**src/design/frx_pkg.sv**
```systemverilog
// Shared types and constants of the framed packet receiver.
`timescale 1ns / 1ps

package frx_pkg;

  localparam int FRX_MAX_LEN = 16;
  localparam logic [7:0] FRX_START_BYTE = 8'hAA;
  localparam logic [31:0] FRX_TIMEOUT_RESET = 32'd50;

  localparam logic [1:0] ST_BUSY = 2'd0;
  localparam logic [1:0] ST_GOOD = 2'd1;
  localparam logic [1:0] ST_CRC = 2'd2;
  localparam logic [1:0] ST_TIMEOUT = 2'd3;

  typedef struct packed {
    logic gap_over;
    logic is_start;
    logic len_over;
    logic byte_len_zero;
    logic held_len_zero;
    logic data_done;
    logic csum_ok;
    logic pos_last;
  } frx_stat_t;

  typedef struct packed {
    logic load_time;
    logic load_cmd;
    logic load_len;
    logic store_byte;
    logic clear_frame;
    logic out_load;
    logic [1:0] out_kind;
    logic out_payload;
    logic pos_step;
  } frx_cmd_t;

endpackage

```
**src/design/frx_ctrl.sv**
```systemverilog
// Parser state machine and output handshake control of the frame receiver.
`timescale 1ns / 1ps

module frx_ctrl import frx_pkg::*; (
  input  logic      clk,
  input  logic      rst,
  input  logic      in_valid,
  output logic      in_ready,
  input  logic      out_ready,
  output logic      out_valid,
  input  frx_stat_t stat,
  output frx_cmd_t  cmd
);

  localparam logic [2:0] PH_WAIT = 3'd0;
  localparam logic [2:0] PH_CMD = 3'd1;
  localparam logic [2:0] PH_LEN = 3'd2;
  localparam logic [2:0] PH_DATA = 3'd3;
  localparam logic [2:0] PH_CHECK = 3'd4;
  localparam logic [2:0] PH_DRAIN = 3'd5;

  logic [2:0] phase;
  logic [2:0] phase_next;
  logic       out_valid_next;
  logic       out_free;
  logic       in_fire;

  assign out_free = !out_valid || out_ready;
  assign in_ready = (phase != PH_DRAIN) && out_free;
  assign in_fire = in_valid && in_ready;

  always_comb begin
    phase_next = phase;
    cmd = '0;
    cmd.out_kind = ST_BUSY;
    if (phase == PH_DRAIN) begin
      if (out_free) begin
        cmd.out_load = 1'b1;
        cmd.out_kind = ST_GOOD;
        cmd.out_payload = 1'b1;
        cmd.pos_step = 1'b1;
        if (stat.pos_last) begin
          phase_next = PH_WAIT;
        end
      end
    end else if (in_fire) begin
      cmd.out_load = 1'b1;
      if (stat.gap_over && phase != PH_WAIT) begin
        // drop the byte, keep the previous arrival time
        cmd.clear_frame = 1'b1;
        cmd.out_kind = ST_TIMEOUT;
        phase_next = PH_WAIT;
      end else begin
        cmd.load_time = 1'b1;
        case (phase)
          PH_WAIT: begin
            if (stat.is_start) begin
              phase_next = PH_CMD;
            end
          end
          PH_CMD: begin
            cmd.load_cmd = 1'b1;
            phase_next = PH_LEN;
          end
          PH_LEN: begin
            if (stat.len_over) begin
              cmd.clear_frame = 1'b1;
              phase_next = PH_WAIT;
            end else begin
              cmd.load_len = 1'b1;
              phase_next = stat.byte_len_zero ? PH_CHECK : PH_DATA;
            end
          end
          PH_DATA: begin
            cmd.store_byte = 1'b1;
            if (stat.data_done) begin
              phase_next = PH_CHECK;
            end
          end
          PH_CHECK: begin
            phase_next = PH_WAIT;
            if (!stat.csum_ok) begin
              cmd.clear_frame = 1'b1;
              cmd.out_kind = ST_CRC;
            end else if (stat.held_len_zero) begin
              cmd.out_kind = ST_GOOD;
            end else begin
              // payload results follow from the store
              cmd.out_load = 1'b0;
              phase_next = PH_DRAIN;
            end
          end
          default: begin
            cmd.clear_frame = 1'b1;
            phase_next = PH_WAIT;
          end
        endcase
      end
    end
  end

  always_comb begin
    out_valid_next = out_valid;
    if (cmd.out_load) begin
      out_valid_next = 1'b1;
    end else if (out_ready) begin
      out_valid_next = 1'b0;
    end
  end

  always_ff @(posedge clk) begin
    if (rst) begin
      phase <= PH_WAIT;
      out_valid <= 1'b0;
    end else begin
      phase <= phase_next;
      out_valid <= out_valid_next;
    end
  end

endmodule

```
**src/design/frx_datapath.sv**
```systemverilog
// Frame registers, payload store, timeout check and result register of the receiver.
`timescale 1ns / 1ps

module frx_datapath import frx_pkg::*; #(
  parameter int MAX_LEN = FRX_MAX_LEN
) (
  input  logic        clk,
  input  logic        rst,
  input  logic [7:0]  data_byte,
  input  logic [31:0] arrival_time,
  input  logic        cfg_write,
  input  logic [31:0] cfg_data,
  input  frx_cmd_t    cmd,
  output frx_stat_t   stat,
  output logic [1:0]  status,
  output logic [7:0]  frame_command,
  output logic [4:0]  frame_length,
  output logic [7:0]  payload_byte,
  output logic [3:0]  payload_position,
  output logic        last
);

  localparam int LW = $clog2(MAX_LEN + 1);
  localparam int IW = (MAX_LEN > 1) ? $clog2(MAX_LEN) : 1;

  logic [31:0]   timeout_limit;
  logic [31:0]   last_arrival;
  logic [7:0]    held_command;
  logic [LW-1:0] held_length;
  logic [LW-1:0] payload_count;
  logic [7:0]    running_checksum;
  logic [IW-1:0] pos;
  logic [IW-1:0] pos_next;
  logic [7:0]    rd_data;
  logic [7:0]    payload_store [MAX_LEN];
  logic [31:0]   gap;
  logic [LW-1:0] count_inc;

  assign gap = arrival_time - last_arrival;
  assign count_inc = payload_count + LW'(1);

  always_comb begin
    stat.gap_over = (timeout_limit != 32'd0) && (gap > timeout_limit);
    stat.is_start = data_byte == FRX_START_BYTE;
    stat.len_over = data_byte > 8'(MAX_LEN);
    stat.byte_len_zero = data_byte == 8'd0;
    stat.held_len_zero = held_length == '0;
    stat.data_done = count_inc >= held_length;
    stat.csum_ok = data_byte == running_checksum;
    stat.pos_last = (LW'(pos) + LW'(1)) == held_length;
  end

  always_comb begin
    pos_next = pos;
    if (cmd.pos_step) begin
      pos_next = stat.pos_last ? '0 : pos + IW'(1);
    end
  end

  always_ff @(posedge clk) begin
    if (rst) begin
      timeout_limit <= FRX_TIMEOUT_RESET;
      last_arrival <= '0;
      held_command <= '0;
      held_length <= '0;
      payload_count <= '0;
      running_checksum <= '0;
      pos <= '0;
    end else begin
      pos <= pos_next;
      if (cfg_write) begin
        timeout_limit <= cfg_data;
      end
      if (cmd.load_time) begin
        last_arrival <= arrival_time;
      end
      if (cmd.clear_frame) begin
        held_command <= '0;
        held_length <= '0;
        payload_count <= '0;
        running_checksum <= '0;
      end else if (cmd.load_cmd) begin
        held_command <= data_byte;
        running_checksum <= data_byte;
      end else if (cmd.load_len) begin
        held_length <= LW'(data_byte);
        running_checksum <= running_checksum ^ data_byte;
        payload_count <= '0;
      end else if (cmd.store_byte) begin
        payload_count <= count_inc;
        running_checksum <= running_checksum ^ data_byte;
      end
    end
  end

  always_ff @(posedge clk) begin
    if (cmd.store_byte) begin
      payload_store[payload_count[IW-1:0]] <= data_byte;
    end
    rd_data <= payload_store[pos_next];
  end

  always_ff @(posedge clk) begin
    if (cmd.out_load) begin
      status <= cmd.out_kind;
      frame_command <= (cmd.out_kind == ST_GOOD) ? held_command : 8'd0;
      if (cmd.out_payload) begin
        frame_length <= 5'(held_length);
        payload_byte <= rd_data;
        payload_position <= 4'(pos);
        last <= stat.pos_last;
      end else begin
        frame_length <= '0;
        payload_byte <= '0;
        payload_position <= '0;
        last <= 1'b1;
      end
    end
  end

endmodule

```
**src/design/framed_packet_receiver_core.sv**
```systemverilog
// Top level of the framed packet receiver: byte stream in, frame results out.
`timescale 1ns / 1ps

// Parses frames of start byte 0xAA, command, length (at most MAX_LEN), payload
// and an XOR checksum from a stream of timestamped bytes. Every accepted byte
// gives one result in the cycle after it is taken; a byte is accepted every
// cycle while the result register is free or being emptied. A good frame of
// N > 0 payload bytes instead gives N results, one per cycle while the output
// is not stalled, read from the payload store's registered read port; the first
// comes later than a single result would, and no byte is accepted as they drain.
// A stalled result holds the input back. The timeout register may be written
// at any cycle through the cfg channel, which is always ready.
module framed_packet_receiver_core import frx_pkg::*; #(
  parameter int MAX_LEN = FRX_MAX_LEN
) (
  input  logic        clk,
  input  logic        rst,
  input  logic        s_tvalid,
  output logic        s_tready,
  input  logic [39:0] s_tdata,   // data_byte [7:0], arrival_time [39:8]
  output logic        m_tvalid,
  input  logic        m_tready,
  output logic [31:0] m_tdata,   // frame_command [7:0], frame_length [12:8],
                                 // payload_byte [20:13], payload_position [24:21], zero
  output logic [1:0]  m_tuser,   // status [1:0]
  output logic        m_tlast,
  input  logic        cfg_valid,
  output logic        cfg_ready,
  input  logic [31:0] cfg_data
);

  frx_cmd_t   cmd;
  frx_stat_t  stat;
  logic [7:0] frame_command;
  logic [4:0] frame_length;
  logic [7:0] payload_byte;
  logic [3:0] payload_position;

  assign cfg_ready = 1'b1;

  frx_ctrl u_ctrl (
    .clk       (clk),
    .rst       (rst),
    .in_valid  (s_tvalid),
    .in_ready  (s_tready),
    .out_ready (m_tready),
    .out_valid (m_tvalid),
    .stat      (stat),
    .cmd       (cmd)
  );

  frx_datapath #(
    .MAX_LEN (MAX_LEN)
  ) u_datapath (
    .clk              (clk),
    .rst              (rst),
    .data_byte        (s_tdata[7:0]),
    .arrival_time     (s_tdata[39:8]),
    .cfg_write        (cfg_valid && cfg_ready),
    .cfg_data         (cfg_data),
    .cmd              (cmd),
    .stat             (stat),
    .status           (m_tuser),
    .frame_command    (frame_command),
    .frame_length     (frame_length),
    .payload_byte     (payload_byte),
    .payload_position (payload_position),
    .last             (m_tlast)
  );

  assign m_tdata = {7'd0, payload_position, payload_byte, frame_length, frame_command};

  a_no_accept_on_stall: assert property (@(posedge clk) disable iff (rst)
    m_tvalid && !m_tready |-> !s_tready)
    else $error("input taken while result stalled");

  a_single_result_last: assert property (@(posedge clk) disable iff (rst)
    m_tvalid && m_tuser != ST_GOOD |-> m_tlast)
    else $error("non-good result not marked last");

  a_single_result_zero: assert property (@(posedge clk) disable iff (rst)
    m_tvalid && m_tuser != ST_GOOD |-> m_tdata == 32'd0)
    else $error("non-good result carries frame data");

  a_drain_blocks_input: assert property (@(posedge clk) disable iff (rst)
    cmd.out_payload |-> !s_tready)
    else $error("input taken while payload drains");

endmodule
```
**config.mk**
```make
export PLATFORM = sky130hd
export DESIGN_NAME = framed_packet_receiver_core
export DESIGN_NICKNAME = d
export VERILOG_FILES = /design/src/design/frx_pkg.sv /design/src/design/frx_ctrl.sv /design/src/design/frx_datapath.sv /design/src/design/framed_packet_receiver_core.sv
export SDC_FILE = /design/constraint.sdc
export NUM_CORES = 1
export LEC_CHECK = 0
export ABC_AREA = 1
export BUFFER_PORTS_ARGS = -buffer_cell sky130_fd_sc_hd__buf_2
export CORE_ASPECT_RATIO = 0.5
export CORE_UTILIZATION = 44
export CTS_CLUSTER_DIAMETER = 200
export DETAILED_ROUTE_END_ITERATION = 7
export GPL_TIMING_DRIVEN = 0
export PLACE_DENSITY = 0.68
export SLEW_MARGIN = 20
export SYNTH_ARGS = -nofsm -noshare
export SYNTH_HDL_FRONTEND = slang
export SYNTH_SLANG_ARGS = --single-unit
```
**constraint.sdc**
```tcl
create_clock -name clk -period 7.7 [get_ports clk]
set_input_delay 0.385 -clock clk [delete_from_list [all_inputs] [get_ports clk]]
set_output_delay 0.385 -clock clk [all_outputs]
set_load 0.02 [all_outputs]
```
==> results of run 1 <==
-- synthesized netlist by cell type, types with 9 or more instances --
master,n
a21oi_1,136
buf_2,28
buf_4,9
clkbuf_1,21
dfxtp_1,106
edfxtp_1,156
ha_1,73
inv_1,212
inv_2,10
nand2_1,329
nand3_1,126
nand3b_1,25
nand4_1,27
nor2_1,104
nor3_1,13
o211ai_1,10
o21ai_0,76
o21ai_1,10
xor2_1,34
-- layer usage --
metal,track usage,part of all wire
met5,0,0
met4,0.0531,0.025
met3,0.0316,0.054
met2,0.355,0.46
met1,0.287,0.46
-- final cells by class --
cell class                      count  area [sq um]  share of cell area
Buffer                             60           309              0.0199
Clock buffer                       40           742              0.0478
Clock inverter                      6          73.8             0.00476
Inverter                          225           847              0.0546
Multi-Input combinational cell   1038          5700               0.367
Sequential cell                   262          6810               0.439
Tap cell                          399           499              0.0322
Timing Repair Buffer              106           531              0.0342
-- critical path, stage by stage, from the launching register on --
cell	delay, ps
dfxtp_1	330
ha_1	140
inv_1	60
fa_1	400
nand3_1	100
nand2_1	130
nand3_1	100
nand2_1	110
a21oi_1	350
o21ai_0	190
xor2_1	190
ha_1	290
nand2_1	70
nor3_1	280
nand3_1	170
nor2_1	120
nor2_1	60
nand2_2	180
nand2_2	260
nor2_4	280
inv_1	140
nor3_1	780
-- path summary, 6_finish.rpt --
check / end / slack [ps] / start
max: u_datapath.payload_store[3][1] / 2550 / u_datapath.last_arrival[0]
min: u_datapath.timeout_limit[5] / 50 / cfg_data[5]
max reg2reg: u_datapath.payload_store[3][1] / 2550 / u_datapath.last_arrival[0]
min reg2reg: u_datapath.last_arrival[30] / 460 / u_datapath.last_arrival[30]
-- stage by stage --
stage | setup slack, ps | util | hold slack, ps | std cells
2_1_floorplan | 3480 | - | 433 | 1585
3_3_place_gp | 2120 | 0.483 | 443 | 2090
3_5_place_dp | 2220 | 0.483 | 450 | 2090
4_1_cts | 2450 | 0.510 | 32.8 | 2136
5_1_grt | 2030 | 0.510 | 55.8 | 2136
6_report | 2550 | 0.510 | 50.6 | 2136
-- registers in the layout (all words and copies together), names as in the netlist --
| signal | count |
|---|---|
| u_datapath.pos | 4 |
| u_datapath.held_command | 8 |
| u_datapath.frame_length | 5 |
| u_ctrl.phase | 3 |
| u_datapath.payload_position | 4 |
| u_datapath.last_arrival | 32 |
| u_datapath.last | 1 |
| u_datapath.running_checksum | 8 |
| u_datapath.payload_byte | 8 |
| u_datapath.rd_data | 8 |
| u_datapath.held_length | 5 |
| u_datapath.timeout_limit | 32 |
| u_datapath.status | 2 |
| u_datapath.payload_count | 5 |
| u_datapath.frame_command | 8 |
| u_datapath.payload_store | 128 |
| u_ctrl.out_valid | 1 |
-- power groups by stage --
stage	sequential (mW)	combinational [mW]	clock, mW
after floorplan	1.56	0.327	0
after global placement	1.55	0.467	0
after detailed placement	1.55	0.476	0
after CTS	1.52	0.479	1.25
after global routing	1.53	0.550	1.31
final	1.52	0.479	1.23
-- cell families after synthesis --
group                    Yosys count  synth area share
AO/OA/AOI/OAI                    268             0.109
XOR/XNOR                          42            0.0270
adder cells (fa/ha/maj)           74            0.0685
buffers and inverters            285            0.0848
flip-flops                       262             0.500
other                              2          0.000551
AND/OR/NAND/NOR                  646             0.211
==> results.md, run 1 <==
* Initial antenna violation count at 0
* Crit. End Element: flip-flop
* Seq/Total Area, Yosys at 0.500
* CTS buffer count at 25
* Port buffer count at between 100 and 150
* Worst-margin pin slew at around 1000 ps
* P_int at 2.39 mW
* Clock-pin slew on the worst setup and hold paths at 60 ps
* Number of distinct library cells after synthesis at 49
* P per Cell Area at 209 mW/mm^2
* Slew headroom at 0.329
* Post CTS Setup Buffer Count at 0
* Gr usage total at 0.211
* Synthesis-to-finish area growth at 13.8%
* Drc violations at 0
* Sw power at 0.845 mW
* Iter 0 DRT Violations at slightly above 900
* Worst min path class: input pin to flip-flop
* Clk Latency, worst-skew pair at 550 ps
* Gate power share at 0.148
* Static Leak at 6.49 nW
* Die ar. at 0.0317 sq mm
* Remaining global-route overflow at 0
* Core area at 0.0304 sq mm
* Die width at approximately 250 microns
* WL/cell at 15.6 microns
* Pin count of the biggest net entering global routing at 29
* PostCTS Resize Cnt at 0
* Post-synth EDFFs at about 160
* Final nets at around 1,900
* Power Total at around 3.2 mW
* # rows at 45
* Cells on worst reg2reg path at 21
* Die Y-Extent at 126 microns
* Max clock buf depth at 3
* CTS tree: done
* Cell count after synthesis at between 1,500 and 2,000
* Top-area cell type share of the netlist area at 0.344
* Commonest cells after routing, fill and taps aside: nand2_1, inv_1, edfxtp_1
* Max-Cap Viols at 0
* Initial Util at 0.448
* Final Skew at 14.0 ps
* Final setup viols at 0
* Layout cells sized above 1 at 0.124
* Final Cycle Share at 0.668
* Sw Ratio at 0.261
* Wirelength, routed at 33,300 microns
* Worst path required time at 7870 ps
* Peak supply drop at 147 uV
* RSZ-0062 raised after global routing: false
* Ys Warns at 0
* CTS hold repair buffers at 0
* FFs w/ async S/R, synth at 0
* Worst Hold Depth at 3
* # IOs at 115
* #FFs+latches synth at about 260
* Sequential group share of total power at 0.471
* Routability Congestion at 0.927
* Area contributors post-synth: edfxtp_1, dfxtp_1, nand2_1
* TritonRoute pass-1 iters at 8
* Final min period at 5150 ps
* CTS sink cnt at 262
* Clock network power share at 0.381
* Fin area at 0.0155 sq mm
* Final Hold Viols at 0
* Number of global-route vias before repair at 10,200
* DP Area at between 0.01 and 0.015 sq mm
* DRT antenna net count at 0
* Final setup TNS at 0 ps
* Status: complete, no violations
* Fmax at 0.194 GHz
* Clock Tree Root: clkbuf_16
* Antenna Cells at 0
* H-tree depth at 1
* Synthesized cell area at 0.0136 sq mm
* Via count at 10,900
* Avg Inst Size Synth at 8.63 sq um
* Crit path max fanout at 10
* Most common cell after layout, fill and taps aside: nand2_1
* Final Max Slew Viols at 0
* Crit path DAT at approximately 5300 ps
* Fillcell total at around 2,900
* Top cell type by total area after synthesis: edfxtp_1
* Startpoint types: flip-flop
* CP Class: flip-flop to flip-flop
* Post-DP HPWL at approximately 24,000 microns
* Via density per instance at 5.10
* Post-synth top flop: edfxtp_1
* First-pass GRT wire length at 53,000 microns
(Power assumes the default switching activity.)
==> run 2, diff against run 1 <==
- PLACE_DENSITY: 0.68 -> 0.7
- clock period: 7.7 -> 4.6 ns (I/O delays scaled with it)
==> results.md, run 2 (synthesis results as in run 1) <==
* Die ar. at 0.0317 sq mm
* H-tree depth at 1
* Max clock buf depth at 3
* Worst Hold Depth at 3
* Flop2flop setup slack at 250 ps
* Core area at 0.0304 sq mm
* Worst-margin pin slew at slightly above 700 ps
* Final setup viols at 0
* Crit path max fanout at 10
* Final setup TNS at 0 ps
* Worst Path Buf+Inv at 4
* Via density per instance at 5.13
* Slew headroom at 0.526
* Worst min path class: input pin to flip-flop
* Sw Ratio at 0.260
* Post-route non-filler standard cell count at ~2,200
* Synthesis-to-finish area growth at 22.2%
* WL/cell at between 15 and 20 microns
* Power Total at 5.63 mW
* Peak supply drop at 309 uV
* Hold Path End: u_datapath.timeout_limit[28]
* Gate power share at 0.156
* Routability Congestion at 0.905
* Worst path depth at 21
* Final min period at 4350 ps
* Sw power at 1.46 mW
* CTS buffer count at 25
* CTS sink cnt at 262
* Drc violations at 0
* Pin count of the biggest net entering global routing at 29
* Final Cycle Share at 0.947
* Clock-pin slew on the worst setup and hold paths at 60 ps
* Post-DP HPWL at 24,300 microns
* Status: complete, no violations
* Commonest cells after routing, fill and taps aside: nand2_1, inv_1, edfxtp_1
* Max-Cap Viols at 0
* Clock network power share at 0.391
* Sequential group share of total power at 0.453
* Startpoint types: flip-flop
* Die width at 251 microns
* # IOs at between 100 and 150
* Initial antenna violation count at 0
* Final Hold Viols at 0
* Crit-path leading delay family: compound AO/OA/AOI/OAI gates
* Final nets at 1,945
* Initial Util at 0.448
* Crit-path cells: inv_1 > ha_2 > a21oi_2 > a21boi_2 > o21bai_1 > a21oi_2 > buf_4 > o21ai_0 > xor2_1 > ha_1 > a21oi_1 > o21a_1 > nand2_1 > a21oi_1 > nand2_1 > nand2_4 > nand2_8 > nor2_4 > clkinvlp_4 > buf_6 > nor2_4
* Number of global-route vias before repair at 10,900
* DP Area at 0.0147 sq mm
* Port buffer count at 106
* Static Leak at 6.94 nW
* Worst path required time at 4840 ps
* Via count at 11,300
* Crit. End Element: flip-flop
* Die Y-Extent at 126 microns
* Layout cells sized above 1 at 0.148
* R2r startpoint: u_datapath.last_arrival[4]
* First-pass GRT wire length at 55,700 microns
* Reg-to-Reg End: u_datapath.payload_store[15][3]
* Final Skew at 12.7 ps
* # rows at 45
* Hold_sp: cfg_data[28]
* Fin area at 0.0167 sq mm
* DP Cell Count at 2,090
* TritonRoute pass-1 iters at 5
* Antenna Cells at 0
* Final Max Slew Viols at 0
* Remaining global-route overflow at 0
* Clk Latency, worst-skew pair at 560 ps
* Crit path DAT at 4600 ps
* Iter 0 DRT Violations at 813
* Largest register FFs at 128
* Wirelength, routed at 35,100 microns
* CTS tree: done
* CP Class: flip-flop to flip-flop
* Crit-path max cell delay at 390 ps
* P per Cell Area at 338 mW/mm^2
* Critical-path top delay cell: ha_2
* Most common cell after layout, fill and taps aside: nand2_1
* Gr usage total at 0.221
* Clock Tree Root: clkbuf_16
* Layout Utilization at 0.548
* P_int at 4.17 mW
* Cells on worst reg2reg path at 21
* DRT antenna net count at 0
* Fmax at 0.230 GHz
==> run 2: changes by cell type in the layout (fill, tap and decap cells not counted), moves of 6 or more <==
cell	change
nand2_1	-7
nor2_1	-13
dlygate4sd3_1	+61
a21oi_1	-7
buf_4	+6
a21oi_2	+6
nor2_4	+13
buf_12	+8
==> run 2: tightest hold or removal path, cell delays in order <==
cell and delay [ps]:
buf_2 100, o21ai_0 80, a21oi_1 110
==> run 2: how the worst max path moves through the flow <==
stage / start / end / slack [ps]
2_1_floorplan: u_datapath.last_arrival[2] / u_datapath.payload_store[7][0] / 500
3_3_place_gp: s_tdata[8] / u_datapath.payload_store[11][2] / -760
3_5_place_dp: s_tdata[8] / u_datapath.payload_store[3][2] / -670
4_1_cts: u_datapath.last_arrival[2] / u_datapath.payload_store[9][0] / -170
5_1_grt: s_tdata[30] / u_datapath.payload_store[11][3] / -40
6_report: u_datapath.last_arrival[4] / u_datapath.payload_store[15][3] / 250
==> run 2: what timing repair did <==
item / in CTS / in global routing
pin swaps: 7 / 9
endpoints found under the setup margin: 156 / 159
resized for setup: 27 / 35
hold buffers: 61 / 0
setup buffers: 7 / 8
hold endpoints to repair: 58 / 0
==> run 2: power by group through the flow <==
stage	combinational (mW)	clock (mW)	sequential [mW]
after CTS	0.841	2.23	2.55
after global placement	0.780	0	2.60
final	0.879	2.20	2.55
after detailed placement	0.795	0	2.60
after global routing	0.988	2.33	2.55
after floorplan	0.547	0	2.62
==> run 2: layout make-up <==
cell class / count / area (sq um)
tap: 399 / 499
inverter: 225 / 851
clock inverter: 11 / 144
clock buffer: 35 / 734
sequential: 262 / 6810
multi-input combinational: 1038 / 5950
fill: 2710 / 13700
buffer: 60 / 309
timing repair buffer: 182 / 1360
==> run 2: stage by stage <==
step	hold slack, ps	setup WS, ps
final	5.98	245
after global routing	4.17	-35.2
after CTS	2.71	-168
after global placement	443	-759
after detailed placement	449	-671
after floorplan	329	496
==> run 2: per-layer routing <==
layer | share of wire | track usage
met5 | 0 | 0
met4 | 0.037 | 0.0832
met3 | 0.054 | 0.0347
met2 | 0.47 | 0.371
met1 | 0.44 | 0.290
==> run 3, diff against run 2 <==
- GPL_TIMING_DRIVEN: 0 -> default
- clock period: 4.6 -> 3.8 ns (I/O delays scaled with it)
==> results.md, run 3 (synthesis results as in run 1) <==
* Status: finished with violations
* Failing checks: negative setup slack
* Layout cells sized above 1 at 0.198
* Worst path required time at 4060 ps
* Crit path DAT at 4180 ps
* Hold Path End: u_datapath.running_checksum[3]
* Worst min path class: input pin to flip-flop
* H-tree depth at 1
* Iter 0 DRT Violations at 861
* Worst Path Buf+Inv at 6
* Max-Cap Viols at 0
* Pin count of the biggest net entering global routing at 63
* Met2 wire length at 16,500 microns
* Final setup margin at -125 ps
* Final Skew at 24.6 ps
* Sw power at 1.85 mW
* Flop2flop setup slack at -110 ps
* Commonest cells after routing, fill and taps aside: nand2_1, inv_1, edfxtp_1
* Post-DP HPWL at 23,400 microns
* Fmax at 0.255 GHz
* Core area at 0.0304 sq mm
* Final Max Slew Viols at 0
* Worst-margin pin slew at roughly 860 ps
* Final Cycle Share at 1.03
* Antenna Cells at 0
* TritonRoute pass-1 iters at 5
* Number of global-route vias before repair at about 11,000
* Layout Utilization at 0.572
* Remaining global-route overflow at 0
* Port buffer count at 106
* RSZ-0062 raised after global routing: true
* Critical-path top delay cell: dlygate4sd3_1
* Reg-to-Reg End: u_datapath.payload_store[7][1]
* Peak supply drop at 355 uV
* Gr usage total at 0.221
* Slew headroom at 0.424
* Final setup viols at 159
* Final setup TNS at -13,170 ps
* Die Y-Extent at ~130 microns
* Worst Hold Depth at 6
* P per Cell Area at 401 mW/mm^2
* Initial Util at 0.448
* Crit-path leading delay family: simple AND/OR/NAND/NOR gates
* First-pass GRT wire length at ~56,000 microns
* Met3 WL post-DR at 2100 microns
* Via density per instance at 5.18
* Synthesis-to-finish area growth at 27.7%
* # rows at 45
* WL/cell at 15.9 microns
* Fillcell total at 2,556
* Clock Tree Root: clkbuf_16
* Clk Latency, worst-skew pair at 560 ps
* DRT antenna net count at 0
* # IOs at 115
* Hold_sp: s_tdata[3]
* Static Leak at 7.23 nW
* CTS buffer count at 25
* Final nets at 1,982
* Wirelength, routed at 35,700 microns
* Worst hold slack at 144 ps
* Clock-pin slew on the worst setup and hold paths at 60 ps
* Sequential group share of total power at 0.443
* Die width at 251 microns
* Final min period at 3930 ps
* P_int at approximately 5.1 mW
* Met1 wire length at 15,700 microns
* Gate power share at 0.185
* CTS sink cnt at 262
* Most common cell after layout, fill and taps aside: nand2_1
* Via count at about 12,000
* Clock network power share at 0.372
* Die ar. at between 0.03 and 0.04 sq mm
* Crit path max fanout at 8
* CP Class: input pin to flip-flop
* Top layer used by detailed routing: met4
* Largest register FFs at 128
* Power Total at 6.97 mW
* Drc violations at 0
* CTS tree: done
* Crit. End Element: flip-flop
* Routability Congestion at 0.910
* Crit-path max cell delay at ~530 ps
* Startpoint types: input pin
* Max clock buf depth at 3
* Final Hold Viols at 0
* R2r startpoint: u_datapath.last_arrival[0]
* Cells on worst reg2reg path at 26
* Sw Ratio at 0.265
* Initial antenna violation count at 0
run 3: cell count changes in the layout (fill, tap and decap cells not counted), moves of 8 or more:
cell,previous run,this run
dlygate4sd3_1,61,73
clkbuf_1,25,6
nand2_1,321,311
o21ai_1,11,21
a21oi_1,129,118
o21ai_0,75,64
buf_6,3,14
buf_4,15,75
nor2_2,3,11
buf_2,134,106
a21oi_2,6,17
run 3: worst max path at each step:
stage / startpoint / endpoint / slack (ps) / depth (start not counted)
after floorplan: u_datapath.last_arrival[2] / u_datapath.payload_store[0][0] / -90 / 25
after global placement: u_datapath.last_arrival[14] / u_datapath.payload_store[13][6] / -120 / 21
after detailed placement: s_tdata[8] / u_datapath.payload_store[1][6] / -150 / 28
after CTS: u_datapath.last_arrival[16] / u_datapath.payload_store[1][6] / 1 / 21
after global routing: u_datapath.last_arrival[0] / u_datapath.payload_store[5][1] / -310 / 27
final: s_tdata[8] / u_datapath.payload_store[7][1] / -130 / 29
run 3: layer usage:
layer / track usage / up-vias
met5: 0 / -
met1: 0.288 / 5358
li1: - / 5778
met3: 0.0343 / 114
met2: 0.368 / 403
met4: 0.0958 / 0
run 3: layout make-up:
cell class                      instances  area [sq um]  area share
Multi-Input combinational cell       1038          6190       0.356
Sequential cell                       262          6810       0.391
Inverter                              225           847      0.0487
Clock buffer                           36           739      0.0425
Clock inverter                         10           115     0.00661
Tap cell                              399           499      0.0287
Timing Repair Buffer                  279          2210       0.127
run 3: worst register-to-register path, cell delays in order (launching register included):
cell and delay, ps:
dfxtp_2 360, ha_4 130, inv_2 50, fa_2 410
nand3_2 90, nand2_2 80, nand4_1 120, nand2_2 80
nand3_2 70, nand3_2 100, nand3_2 100, nand2_2 60
nand2_1 60, nand2_1 50, xor2_1 150, ha_1 290
nand2_2 70, nor3_4 230, nand3_2 110, nor2_1 110
nor2_1 60, nand2_2 100, nand2_4 60, nor2_4 170
inv_2 100, nor3_2 200, buf_4 190
run 3: power groups by stage:
stage	Combinational, mW	Clock [mW]	Sequential, mW
after CTS	1.16	2.63	3.09
after detailed placement	1.07	0	3.15
after global placement	1.05	0	3.15
after global routing	1.42	2.76	3.09
final	1.29	2.60	3.09
after floorplan	0.662	0	3.17
run 3: timing repair:
action / CTS / global route
cloned: 0 / 3
pin swaps: 12 / 26
endpoints found under the setup margin: 172 / 227
resized for setup: 32 / 111
hold buffers: 73 / 0
buffers inserted: 4 / 3
hold endpoints to repair: 67 / 0
run 3: per-stage QoR:
step | instances | instance area (sq um) | setup slack (ps)
floorplan | 1585 | 13700 | -89.5
global placement | 2120 | 15100 | -115
detailed placement | 2120 | 15100 | -151
CTS | 2243 | 16900 | 1.07
global route | 2249 | 17400 | -313
finish | 2249 | 17400 | -125
